===== config.mk =====
export PLATFORM = sky130hd
export DESIGN_NAME = lca_ctrl
export DESIGN_NICKNAME = d
export VERILOG_FILES = /design/src/rtl/core/lca_pkg.sv /design/src/rtl/core/lca_ctrl.sv
export SDC_FILE = /design/constraint.sdc
export NUM_CORES = 1
export LEC_CHECK = 0
export BUFFER_PORTS_ARGS = -buffer_cell sky130_fd_sc_hd__buf_2
export CELL_PAD_IN_SITES_DETAIL_PLACEMENT = 0
export CELL_PAD_IN_SITES_GLOBAL_PLACEMENT = 1
export CORE_AREA = 2 2 42 44
export CTS_CLUSTER_DIAMETER = 40
export DETAILED_ROUTE_END_ITERATION = 10
export DIE_AREA = 0 0 44 46
export GPL_TIMING_DRIVEN = 0
export PLACE_DENSITY = 0.82
export SYNTH_ARGS = -nofsm -noshare
export SYNTH_HDL_FRONTEND = slang
export SYNTH_SLANG_ARGS = --single-unit

===== constraint.sdc =====
create_clock -name aclk -period 1.76 [get_ports aclk]
set_input_delay 0.264 -clock aclk [delete_from_list [all_inputs] [get_ports aclk]]
set_output_delay 0.264 -clock aclk [all_outputs]
set_load 0.02 [all_outputs]

===== src/rtl/core/lca_pkg.sv =====
package lca_pkg;

    // controller states
    typedef enum logic [3:0] {
        ST_IDLE,
        ST_PUSH,
        ST_CHECK,
        ST_SUM,
        ST_DRAIN,
        ST_VMUL,
        ST_VSCL,
        ST_VGRD,
        ST_WMUL,
        ST_WSUM,
        ST_CMUL,
        ST_CLAMP,
        ST_DONE
    } lca_state_t;

    // commands from controller to datapath
    typedef struct packed {
        logic capture;
        logic push;
        logic acc_clr;
        logic rd_en;
        logic var_mul;
        logic var_scale;
        logic var_grade;
        logic wgt_mul;
        logic wgt_sum;
        logic cost_mul;
        logic cost_clamp;
        logic out_load;
    } lca_cmd_t;

    // status from datapath to controller
    typedef struct packed {
        logic fast_path;
        logic few_samples;
        logic rd_last;
        logic pipe_busy;
        logic out_busy;
    } lca_sts_t;

    // weight registers
    typedef struct packed {
        logic [7:0] rtt_weight;
        logic [7:0] load_weight;
        logic [7:0] stability_weight;
    } lca_cfg_t;

    // register indexes
    localparam logic [1:0] REG_RTT_WEIGHT  = 2'd0;
    localparam logic [1:0] REG_LOAD_WEIGHT = 2'd1;
    localparam logic [1:0] REG_STAB_WEIGHT = 2'd2;

    localparam logic [7:0] RST_RTT_WEIGHT  = 8'd77;
    localparam logic [7:0] RST_LOAD_WEIGHT = 8'd102;
    localparam logic [7:0] RST_STAB_WEIGHT = 8'd77;

    // rtt grade steps
    localparam logic [15:0] RTT_STEP0 = 16'd10;
    localparam logic [15:0] RTT_STEP1 = 16'd50;
    localparam logic [15:0] RTT_STEP2 = 16'd100;
    localparam logic [15:0] RTT_STEP3 = 16'd200;
    localparam logic [9:0]  RG_LOW    = 10'd51;
    localparam logic [9:0]  RG_MID    = 10'd128;
    localparam logic [9:0]  RG_HIGH   = 10'd256;
    localparam logic [9:0]  RG_MAX    = 10'd512;

    // variation grade steps
    localparam logic [8:0] LG_LOW  = 9'd76;
    localparam logic [8:0] LG_MID  = 9'd179;
    localparam logic [8:0] LG_HIGH = 9'd384;

    // stability penalty
    localparam logic [19:0] IDLE_MIN_SEC = 20'd60;
    localparam logic [19:0] IDLE_CAP_SEC = 20'd1200;
    localparam logic [9:0]  IDLE_CAP    = 10'd512;
    localparam logic [32:0] DIV5_MUL    = 33'd52429;
    localparam int          DIV5_SHIFT  = 18;
    localparam logic [31:0] DIV75_MUL   = 32'd55925;
    localparam int          DIV75_SHIFT = 22;

    localparam logic [22:0] ONE_Q16  = 23'd65536;
    localparam logic [23:0] COST_MAX = 24'h7FFFFF;

endpackage


===== src/rtl/core/lca_ctrl.sv =====
module lca_ctrl
    import lca_pkg::*;
(
    input  logic     aclk,
    input  logic     aresetn,
    input  logic     s_valid,
    output logic     s_ready,
    input  lca_sts_t sts,
    output lca_cmd_t cmd
);

    lca_state_t state_reg;
    lca_state_t state_next;

    // state register
    always_ff @(posedge aclk) begin
        if (!aresetn) begin
            state_reg <= ST_IDLE;
        end else begin
            state_reg <= state_next;
        end
    end

    // next state and commands
    always_comb begin
        state_next = state_reg;
        cmd        = '0;
        s_ready    = 1'b0;
        case (state_reg)
            ST_IDLE: begin
                s_ready = aresetn;
                if (s_valid && aresetn) begin
                    cmd.capture = 1'b1;
                    state_next  = ST_PUSH;
                end
            end
            ST_PUSH: begin
                if (sts.fast_path) begin
                    cmd.cost_clamp = 1'b1;
                    state_next     = ST_DONE;
                end else begin
                    cmd.push    = 1'b1;
                    cmd.acc_clr = 1'b1;
                    state_next  = ST_CHECK;
                end
            end
            ST_CHECK: begin
                state_next = sts.few_samples ? ST_WMUL : ST_SUM;
            end
            ST_SUM: begin
                cmd.rd_en = 1'b1;
                if (sts.rd_last) begin
                    state_next = ST_DRAIN;
                end
            end
            ST_DRAIN: begin
                if (!sts.pipe_busy) begin
                    state_next = ST_VMUL;
                end
            end
            ST_VMUL: begin
                cmd.var_mul = 1'b1;
                state_next  = ST_VSCL;
            end
            ST_VSCL: begin
                cmd.var_scale = 1'b1;
                state_next    = ST_VGRD;
            end
            ST_VGRD: begin
                cmd.var_grade = 1'b1;
                state_next    = ST_WMUL;
            end
            ST_WMUL: begin
                cmd.wgt_mul = 1'b1;
                state_next  = ST_WSUM;
            end
            ST_WSUM: begin
                cmd.wgt_sum = 1'b1;
                state_next  = ST_CMUL;
            end
            ST_CMUL: begin
                cmd.cost_mul = 1'b1;
                state_next   = ST_CLAMP;
            end
            ST_CLAMP: begin
                cmd.cost_clamp = 1'b1;
                state_next     = ST_DONE;
            end
            ST_DONE: begin
                if (!sts.out_busy) begin
                    cmd.out_load = 1'b1;
                    state_next   = ST_IDLE;
                end
            end
            default: begin
                state_next = ST_IDLE;
            end
        endcase
    end

endmodule


## Word level (Yosys, flattened, before mapping)

Index checks and enable logic that the tools add are counted.

| operators by class | value |
|---|---|
| multiplexer cells | 23 |
| reduce and logical (&&, ||, !) cells | 3 |
| equal/unequal tests | 16 |

Operators with widths:

| kind | number |
|---|---|
| $pmux 4 s13 | 1 |
| $mux 4 | 6 |
| $eq 4x4->1 const B | 5 |
| $eq 4x3->1 const B | 4 |
| $mux 1 | 13 |
| $eq 4x2->1 const B | 2 |
| $ne 2x2->1 const B | 4 |
| $eq 4x1->1 const B | 1 |
| $logic_not 4->1 | 1 |
| $mux 2 | 2 |
| $reduce_and 4->1 | 1 |
| $pmux 1 s2 | 1 |
| $logic_and 1x1->1 | 1 |

| storage, ports and cells | value |
|---|---|
| register bits after elaboration | 4 |
| output and inout port bits | 13 |
| bits of input ports | 8 |
| logic and storage cells | 43 |

## Longest topological paths before layout

Gate-level depths: netlist (run 1).

| logic depth | value |
|---|---|
| depth after elaboration | 3 |
| depth in mapped cells | 5 |
| gate-level depth less buffers | 4 |

## Worst setup path after synthesis (run 1)

OpenSTA, ideal clock, no wires.

| timing path | value |
|---|---|
| path type | reg-to-output |
| start point | register state_reg[2] |
| end point | output port cmd[10] (netlist name) |
| required time | 1.496 ns |
| slack | -0.126 ns |
| stages on the path, launching flop included | 4 |
| arrival time | 1.622 ns |
| path buffers | 2 |
| cells stage by stage | dfxtp_1 -> buf_2 -> nor4_1 -> buf_4 |

RTL lines:

| what | RTL line | source |
|---|---|---|
| from (decl) | lca_ctrl.sv:12 | `lca_state_t state_reg;` |
| from (signal assigned) | lca_ctrl.sv:20 | `state_reg <= state_next;` |
| to (decl) | lca_ctrl.sv:9 | `output lca_cmd_t cmd` |

==> results of run 1 <==
## final cells by class
cell class              count  area, sq um
clock buffers               3         22.5
plain buffers               5         33.8
multi-input cells          50          339
flip-flops and latches      4         80.1
fillers                   191         1020
repair buffers             20          100
well taps                  17         21.3
## stage by stage
stage          setup slack (ns)  hold slack (ns)   util
2_1_floorplan             0.176            0.379      -
3_3_place_gp              0.248            0.568  0.342
3_5_place_dp              0.264            0.574  0.342
4_1_cts                  0.0496            0.318  0.361
5_1_grt                 0.00404            0.334  0.370
6_report                 0.0937            0.323  0.370
## Yosys cell counts
cell	number	area, sq um
buf_4	1	7.51
o21ai_2	1	8.76
a311oi_1	1	8.76
nor2_1	11	41.3
buf_6	1	11.3
nor4_2	1	12.5
nor3_1	2	10.0
o31a_1	1	8.76
a32oi_1	2	17.5
nor2b_1	2	12.5
o21ai_1	1	5.00
nor3b_1	2	15.0
nor4b_1	1	8.76
o21ai_0	2	10.0
nand2b_1	6	37.5
dfxtp_1	4	80.1
mux4_2	1	22.5
buf_2	3	15.0
mux2i_1	1	10.0
nor4_1	2	12.5
o21a_1	1	7.51
and2_1	3	18.8
nand2_1	7	26.3
a21oi_1	1	5.00
a21boi_2	1	11.3
## metal layers
layer  part of all wire  vias up  global-route usage  wire (microns)
met5                  0        -                   0               0
met4             0.0066        0              0.0545               8
met3              0.054        2              0.0635              66
met2               0.49       13               0.218             603
met1               0.44      240               0.153             541
li1                   -      252                   -               -
## worst max-delay path by stage
stage	startpoint	endpoint
after global routing	state_reg[1]	cmd[1]
after floorplan	state_reg[2]	cmd[10]
after detailed placement	state_reg[2]	cmd[10]
final	state_reg[2]	cmd[10]
after CTS	state_reg[1]	cmd[1]
after global placement	state_reg[2]	cmd[10]
## power breakdown
part | internal [mW] | switching (mW)
logic | 0.292 | 0.403
clock network | 0.0766 | 0.0423
registers | 0.129 | 0.0372
## cell families (layout without fill, tap and decap cells)
logic type / after synthesis / count (layout)
simple gates: 37 / 37
mux: 2 / 2
flops: 4 / 4
compound gates: 11 / 11
buf+inv: 5 / 28
## what timing repair did
action	4_1_cts	5_1_grt
resized for setup	1	2
endpoints found under the setup margin	1	4
pin swaps	0	2
## cell usage in the layout, fill, tap and decap left out
| cell type | Yosys | routed |
|---|---|---|
| nor4_4 | 0 | 2 |
| o21ai_2 | 1 | 1 |
| dfxtp_1 | 4 | 4 |
| nor3b_1 | 2 | 1 |
| a21boi_2 | 1 | 1 |
| and2_1 | 3 | 3 |
| o21ai_1 | 1 | 1 |
| buf_4 | 1 | 1 |
| a21oi_1 | 1 | 1 |
| buf_2 | 3 | 23 |
| clkbuf_4 | 0 | 3 |
| nor2_1 | 11 | 11 |
| o31a_1 | 1 | 1 |
| nor3_1 | 2 | 2 |
| buf_6 | 1 | 1 |
| nand2_1 | 7 | 7 |
| nand2b_1 | 6 | 6 |
| a32oi_1 | 2 | 2 |
| o21a_1 | 1 | 1 |
| o21ai_0 | 2 | 2 |
| mux2i_1 | 1 | 1 |
| a311oi_1 | 1 | 1 |
| nor3b_2 | 0 | 1 |
| nor4b_1 | 1 | 1 |
| nor2b_1 | 2 | 2 |
| mux4_2 | 1 | 1 |
| nor4_1 | 2 | 1 |
==> impl_metrics.py, run 1 <==
metrics = {
    "die": {
        "die_w_microns": 44,
        "start_util": 0.263,
        "die-area_sq_um": 2020,
        "die_y_microns": 46,
        "fp-row-count": 15,
        "coreArea_sq_um": 1610,
        "io-pin-count": 21,
    },
    "grt": {
        "grt_pass1_wl_mm": 1.93,
        "grt_start_max_net_pins": 11,
        "antenna_found_initial": 0,
        "first_global_vias": 457,
        "track_usage": 0.135,
        "grt_overflow": 0,
    },
    "clocking": {
        "clk_pin_slew_ns": 0.04,
        "cts_tree": "done",
        "cts_made_buffers": 3,
        "clock_insertion_delay_worst_skew_ns": 0.24,
        "cts_hold_buf": 0,
        "cts_buffer_depth": 2,
        "cts_setup_buffers": 0,
        "htreeDepth": 1,
        "root_buffer": "clkbuf_4",
        "cts.sinks": 4,
    },
    "routing": {
        "wl_mm": 1.22,
        "via_count": 507,
        "drt_iter0_drc": 9,
        "ant_nets": 0,
        "wl_per_cell_microns": 12.3,
        "drt-vias-per-instance": 5.12,
        "drtPass1Iterations": 4,
        "drc": 0,
    },
    "sta": {
        "slew_viol_final": 0,
        "min_period_over_period": 0.947,
        "worst_slew_pin_slew_ns": 0.388,
        "tns_ns": 0,
        "rsz0062_at_grt": "no",
        "period_needed_ns": 1.67,
        "max_freq_ghz": 0.600,
        "setup_viol": 0,
        "hold_violations": 0,
        "skew_ns": 0.00173,
        "relSlewSlack": 0.739,
    },
    "worst_setup_path": {
        "start_kind": "register",
        "endpoint_kind": "primary output",
        "cp_num_cells": 4,
        "cp_num_buf_inv": 3,
        "cpMostUsedCell": "buf_2",
        "critPathArrivalTime_ns": 1.40,
        "r2r_slack_ns": 0.41,
        "r2r_end": "state_reg[3]",
        "cp_top_family": "buffers and inverters",
        "cp_slowest_stage_delay_ns": 0.34,
        "path_class": "reg -> out",
        "reg2reg_depth": 3,
        "cp_slowest_cell": "dfxtp_1",
        "cp_cell_sequence": "buf_2, nor4_4, buf_4, buf_2",
        "cp_max_fo": 10,
        "worstPathRequired_ns": 1.50,
        "r2r_start": "state_reg[1]",
    },
    "power_and_ir_drop": {
        "vdd_drop_max_mv": 0.547,
        "p_per_area_nw_per_um2": 1640,
        "power_uw": 980,
        "leakage_nw": 0.271,
    },
    "logic_synthesis": {
        "syn_area_per_cell_sq_um": 7.19,
        "synth-simple-area-share": 0.460,
        "synthCells": 59,
        "synth_top_family_by_area": "simple AND/OR/NAND/NOR gates",
        "syn-num-nets": 67,
        "ys_warn_count": 0,
        "seq_area_frac_synth": 0.189,
        "synthAdderAreaFrac": 0,
        "ys_seq_elements": 4,
        "synth-compound-area-share": 0.195,
        "synthMuxAreaShare": 0.0767,
        "synth_xor_area_frac": 0,
        "synth_cell_type_count": 25,
        "synthesis.area_sq_um": 424,
    },
    "layout": {
        "layoutNonFillerInstCount": 99,
        "drive_gt1_frac": 0.415,
        "syn2layout_area_growth_pct": 40.7,
        "postLayoutCellArea_sq_um": 597,
        "largest_reg_flops": 4,
        "antennaDiodeCount": 0,
        "layout.nets": 92,
    },
    "hold_path": {
        "min_to": "state_reg[1]",
        "min-delay-start": "aresetn",
        "hold_path_class": "in -> reg",
        "worstHoldPathCells": 2,
    },
    "status": {
        "status": "completed",
    },
    "flow_run": {
        "cap_viol_max_count": 0,
    },
    "placed_design": {
        "placed_cell_area_sq_um": 552,
        "dpl.hpwl_microns": 959,
        "port_buffers": 20,
        "place.gp.congestion": 0.770,
        "place_inst": 96,
    },
}
(Power assumes the default switching activity.)
==> inputs of run 2 (changes only) <==
==> config.mk (replaced) <==
export PLATFORM = sky130hd
export DESIGN_NAME = lca_ctrl
export DESIGN_NICKNAME = d
export VERILOG_FILES = /design/src/rtl/core/lca_pkg.sv /design/src/rtl/core/lca_ctrl.sv
export SDC_FILE = /design/constraint.sdc
export NUM_CORES = 1
export LEC_CHECK = 0
export BUFFER_PORTS_ARGS = -buffer_cell sky130_fd_sc_hd__buf_2
export CELL_PAD_IN_SITES_DETAIL_PLACEMENT = 1
export CELL_PAD_IN_SITES_GLOBAL_PLACEMENT = 2
export CORE_AREA = 2 2 45 55
export CTS_CLUSTER_DIAMETER = 40
export DETAILED_ROUTE_END_ITERATION = 10
export DIE_AREA = 0 0 47 57
export GPL_TIMING_DRIVEN = 0
export PLACE_DENSITY = 0.8
export SYNTH_ARGS = -nofsm -noshare
export SYNTH_HDL_FRONTEND = slang
export SYNTH_SLANG_ARGS = --single-unit
==> run 2 against run 1 <==
Critical path depth rose by 1; non-clock buffer count is the same; highest routed layer is now met3; critical endpoint is now cmd[1]; largest power group unchanged; sequential power increased by 3%; first-iteration DRC count is 89% lower; cell count up 14%; clock skew increased by 0.0050 ns; worst setup slack improved by 0.0089 ns.
==> impl_metrics.py, run 2 (synthesis results as in run 1) <==
metrics = {
    "clocking": {
        "cts_hold_buf": 0,
        "clock_insertion_delay_worst_skew_ns": 0.24,
        "cts_buffer_depth": 2,
        "htreeDepth": 1,
        "cts.sinks": 4,
        "clk_pin_slew_ns": 0.04,
        "cts_setup_buffers": 0,
        "cts_tree": "done",
        "cts_made_buffers": 3,
        "root_buffer": "clkbuf_4",
    },
    "worst_setup_path": {
        "critPathArrivalTime_ns": 1.39,
        "cp_slowest_stage_delay_ns": 0.35,
        "worstPathRequired_ns": 1.50,
        "cp_cell_sequence": "buf_6, nor3b_2, a21oi_1, nor3b_1, buf_2",
        "path_class": "reg -> out",
        "start_kind": "register",
        "endpoint_kind": "primary output",
        "cp_max_fo": 10,
        "cp_slowest_cell": "dfxtp_1",
    },
    "sta": {
        "worst_slew_pin_slew_ns": 0.383,
        "setup_viol": 0,
        "skew_ns": 0.00675,
        "period_needed_ns": 1.66,
        "worst_slack_ns": 0.103,
        "slew_viol_final": 0,
        "tns_ns": 0,
        "min_period_over_period": 0.942,
        "relSlewSlack": 0.742,
        "hold_violations": 0,
        "rsz0062_at_grt": "no",
        "max_freq_ghz": 0.603,
    },
    "grt": {
        "first_global_vias": 517,
        "grt_overflow": 0,
        "track_usage": 0.114,
        "antenna_found_initial": 0,
        "grt_pass1_wl_mm": 2.27,
        "grt_start_max_net_pins": 11,
    },
    "layout": {
        "final_common_cell": "buf_2",
        "antennaDiodeCount": 0,
        "drive_gt1_frac": 0.415,
        "syn2layout_area_growth_pct": 45.4,
        "largest_reg_flops": 4,
        "nFillCells": 305,
        "mostFrequentLayoutCells": "22 x buf_2, 11 x nor2_1, 7 x nand2_1",
        "layout.nets": 92,
    },
    "flow_run": {
        "cap_viol_max_count": 0,
    },
    "placed_design": {
        "port_buffers": 20,
        "place.gp.congestion": 0.733,
        "dpl.hpwl_mm": 1.09,
        "pre_cts_ws_ns": 0.259,
    },
    "routing": {
        "drt_iter0_drc": 1,
        "drt-vias-per-instance": 4.54,
        "wl_per_cell_microns": 12.0,
        "dr_wl_met2_microns": 763,
        "m1WireLength_microns": 549,
        "wl_mm": 1.35,
        "via_count": 513,
        "wl_met3_microns": 40,
        "drc": 0,
        "ant_nets": 0,
        "drtPass1Iterations": 4,
        "top_layer": "met3",
    },
    "die": {
        "fp-row-count": 19,
        "die_y_microns": 57,
        "coreArea_sq_um": 2190,
        "io-pin-count": 21,
        "die-area_sq_um": 2680,
        "die_w_microns": 47,
        "start_util": 0.194,
    },
    "power_and_ir_drop": {
        "power_uw": 991,
        "leakage_nw": 0.270,
        "vdd_drop_max_mv": 0.684,
        "p_per_area_nw_per_um2": 1610,
    },
    "status": {
        "status": "completed",
    },
    "hold_path": {
        "hold_path_class": "in -> reg",
    },
}
## run 2: area by class of cell
cell class,instances,area (sq um),area share
multi-input combinational,50,339,0.550
timing repair buffer,20,100,0.162
sequential,4,80.1,0.130
tap,31,38.8,0.0629
buffer,5,36.3,0.0588
clock buffer,3,22.5,0.0365
## run 2: worst paths after layout
path	slack [ns]	startpoint	depth (start not counted)	end
hold / removal	0.33	aresetn	2	state_reg[1]
setup / recovery	0.10	state_reg[3]	5	cmd[1]
setup reg to reg	0.39	state_reg[3]	5	state_reg[1]
hold reg to reg	0.75	state_reg[2]	3	state_reg[2]
## run 2: layer usage
metal / GRT usage / vias to the layer above
met3: 0.0316 / 0
met1: 0.148 / 249
li1: - / 255
met4: 0.0357 / 0
met5: 0 / -
met2: 0.180 / 9
## run 2: critical path: cells and delay by family (launching register included)
| family | cells | cell delay, ns |
|---|---|---|
| AO/OA/AOI/OAI | 1 | 0.07 |
| AND/OR/NAND/NOR | 2 | 0.38 |
| buffers and inverters | 2 | 0.35 |
| flip-flops | 1 | 0.35 |
## run 2: repair_timing
action,in CTS,in global routing
endpoints found under the setup margin,1,3
pin swaps,0,2
resized for setup,1,3
## run 2: metrics by stage
| stage | utilization | cells | hold WS [ns] | cell area (sq um) |
|---|---|---|---|---|
| final | 0.282 | 113 | 0.333 | 617 |
| after global routing | 0.282 | 113 | 0.333 | 617 |
| after CTS | 0.275 | 113 | 0.328 | 601 |
| after detailed placement | 0.260 | 110 | 0.578 | 569 |
| after global placement | 0.260 | 110 | 0.572 | 569 |
| after floorplan | - | 59 | 0.379 | 430 |
## run 2: power breakdown
part	internal, mW	switching (mW)	leakage, nW	total [mW]
clock network	0.0765	0.0411	0.0138	0.118
registers	0.129	0.0422	0.0329	0.171
logic	0.297	0.405	0.223	0.702
total	0.502	0.489	0.270	0.991
==> inputs of run 3 (changes only) <==
--- a/config.mk
+++ b/config.mk
@@ -14,6 +14,7 @@
 export DIE_AREA = 0 0 47 57
 export GPL_TIMING_DRIVEN = 0
 export PLACE_DENSITY = 0.8
+export RECOVER_POWER = 25
 export SYNTH_ARGS = -nofsm -noshare
 export SYNTH_HDL_FRONTEND = slang
 export SYNTH_SLANG_ARGS = --single-unit
==> run 3 against run 2 <==
Design area is 0.20% lower; global-route usage stayed put; critical path depth stayed put; via count stayed put; worst setup slack stayed put; sequential power hardly changed; maximum frequency stayed put; utilization is 0.057 points lower; critical path type unchanged; largest cell class unchanged.
==> impl_metrics.py, run 3 (synthesis results as in run 1) <==
metrics = {
    "flow_run": {
        "cap_viol_max_count": 0,
    },
    "layout": {
        "mostFrequentLayoutCells": "21 x buf_2, 11 x nor2_1, 7 x nand2_1",
        "layoutNonFillerInstCount": 113,
        "layout.nets": 92,
        "utilization": 0.281,
        "largest_reg_flops": 4,
        "nFillCells": 306,
        "syn2layout_area_growth_pct": 45.1,
        "final_common_cell": "buf_2",
        "antennaDiodeCount": 0,
        "drive_gt1_frac": 0.402,
    },
    "power_and_ir_drop": {
        "swShare": 0.493,
        "p_seq_frac": 0.173,
        "p_per_area_nw_per_um2": 1610,
        "pwr-share-clk": 0.119,
        "vdd_drop_max_mv": 0.684,
        "pwr-share-comb": 0.708,
        "leakage_nw": 0.266,
        "internal_power_uw": 502,
        "switching_power_uw": 489,
    },
    "grt": {
        "track_usage": 0.114,
        "grt_pass1_wl_mm": 2.27,
        "antenna_found_initial": 0,
        "grt_overflow": 0,
        "grt_start_max_net_pins": 11,
        "first_global_vias": 517,
    },
    "sta": {
        "rsz0062_at_grt": "no",
        "skew_ns": 0.00675,
        "max_freq_ghz": 0.603,
        "min_period_over_period": 0.942,
        "whs_ns": 0.333,
        "worst_slew_pin_slew_ns": 0.383,
        "setup_viol": 0,
        "tns_ns": 0,
        "period_needed_ns": 1.66,
        "hold_violations": 0,
        "relSlewSlack": 0.742,
        "slew_viol_final": 0,
    },
    "clocking": {
        "cts_made_buffers": 3,
        "cts_buffer_depth": 2,
        "cts_hold_buf": 0,
        "root_buffer": "clkbuf_4",
        "htreeDepth": 1,
        "clock_insertion_delay_worst_skew_ns": 0.24,
        "clk_pin_slew_ns": 0.04,
        "cts_tree": "done",
        "cts.sinks": 4,
        "cts_setup_buffers": 0,
    },
    "placed_design": {
        "dpl.hpwl_mm": 1.09,
        "place_inst": 110,
        "place.gp.congestion": 0.733,
        "port_buffers": 20,
    },
    "worst_setup_path": {
        "path_class": "reg -> out",
        "worstPathRequired_ns": 1.50,
        "endpoint_kind": "primary output",
        "r2r_slack_ns": 0.39,
        "start_kind": "register",
        "critPathArrivalTime_ns": 1.39,
        "cp_max_fo": 10,
    },
    "status": {
        "status": "completed",
    },
    "die": {
        "start_util": 0.194,
        "die_y_microns": 57,
        "fp-row-count": 19,
        "die_w_microns": 47,
        "io-pin-count": 21,
        "coreArea_sq_um": 2190,
        "die-area_sq_um": 2680,
    },
    "routing": {
        "drt_iter0_drc": 1,
        "wl_per_cell_microns": 12.0,
        "drt-vias-per-instance": 4.54,
        "ant_nets": 0,
        "drc": 0,
        "wl_mm": 1.36,
        "via_count": 513,
        "drtPass1Iterations": 4,
    },
    "hold_path": {
        "hold_path_class": "in -> reg",
    },
}
## run 3: cell types whose count changed in the layout (fill, tap and decap cells not counted), sizes merged
cell	change
clkbuf	+1
buf	-1
## run 3: metrics by stage
stage	worst slack [ns]	total power, mW	area, sq um
6_report	0.103	0.991	616
2_1_floorplan	0.176	0.666	430
3_3_place_gp	0.257	0.821	569
5_1_grt	0.00767	1.08	616
4_1_cts	0.0210	0.968	601
3_5_place_dp	0.259	0.829	569
## run 3: timing repair
item                       4_1_cts  5_1_grt
setup endpoints to repair        1        3
gates resized for setup          1        3
pin swaps                        0        2
## run 3: worst paths after layout
kind	startpoint	to	cells past startpoint
hold / removal	aresetn	state_reg[1]	2
setup reg to reg	state_reg[3]	state_reg[1]	5
hold reg to reg	state_reg[2]	state_reg[2]	3
setup / recovery	state_reg[3]	cmd[1]	5
## run 3: worst max-delay path: stages, from the launching register on
cell	delay (ns)
dfxtp_1	0.35
buf_6	0.16
nor3b_2	0.20
a21oi_1	0.07
nor3b_1	0.18
buf_2	0.19
## run 3: per-layer routing
metal  part of all wire  wire (microns)  track usage
met1               0.41             551        0.148
met2               0.56             763        0.180
met3              0.029              40       0.0316
met4                  0               0       0.0357
met5                  0               0            0
## run 3: final cells by class
class / instances / area (sq um) / area share
plain buffers: 5 / 36.3 / 0.0589
clock buffers: 3 / 22.5 / 0.0366
multi-input cells: 50 / 339 / 0.551
flip-flops and latches: 4 / 80.1 / 0.130
well taps: 31 / 38.8 / 0.0630
repair buffers: 20 / 98.8 / 0.161
## run 3: power groups by stage
stage | clock network, mW | logic [mW] | registers, mW
final | 0.118 | 0.702 | 0.171
after global routing | 0.129 | 0.778 | 0.175
after CTS | 0.124 | 0.677 | 0.167
after detailed placement | 0 | 0.661 | 0.169
after global placement | 0 | 0.654 | 0.167
after floorplan | 0 | 0.508 | 0.157
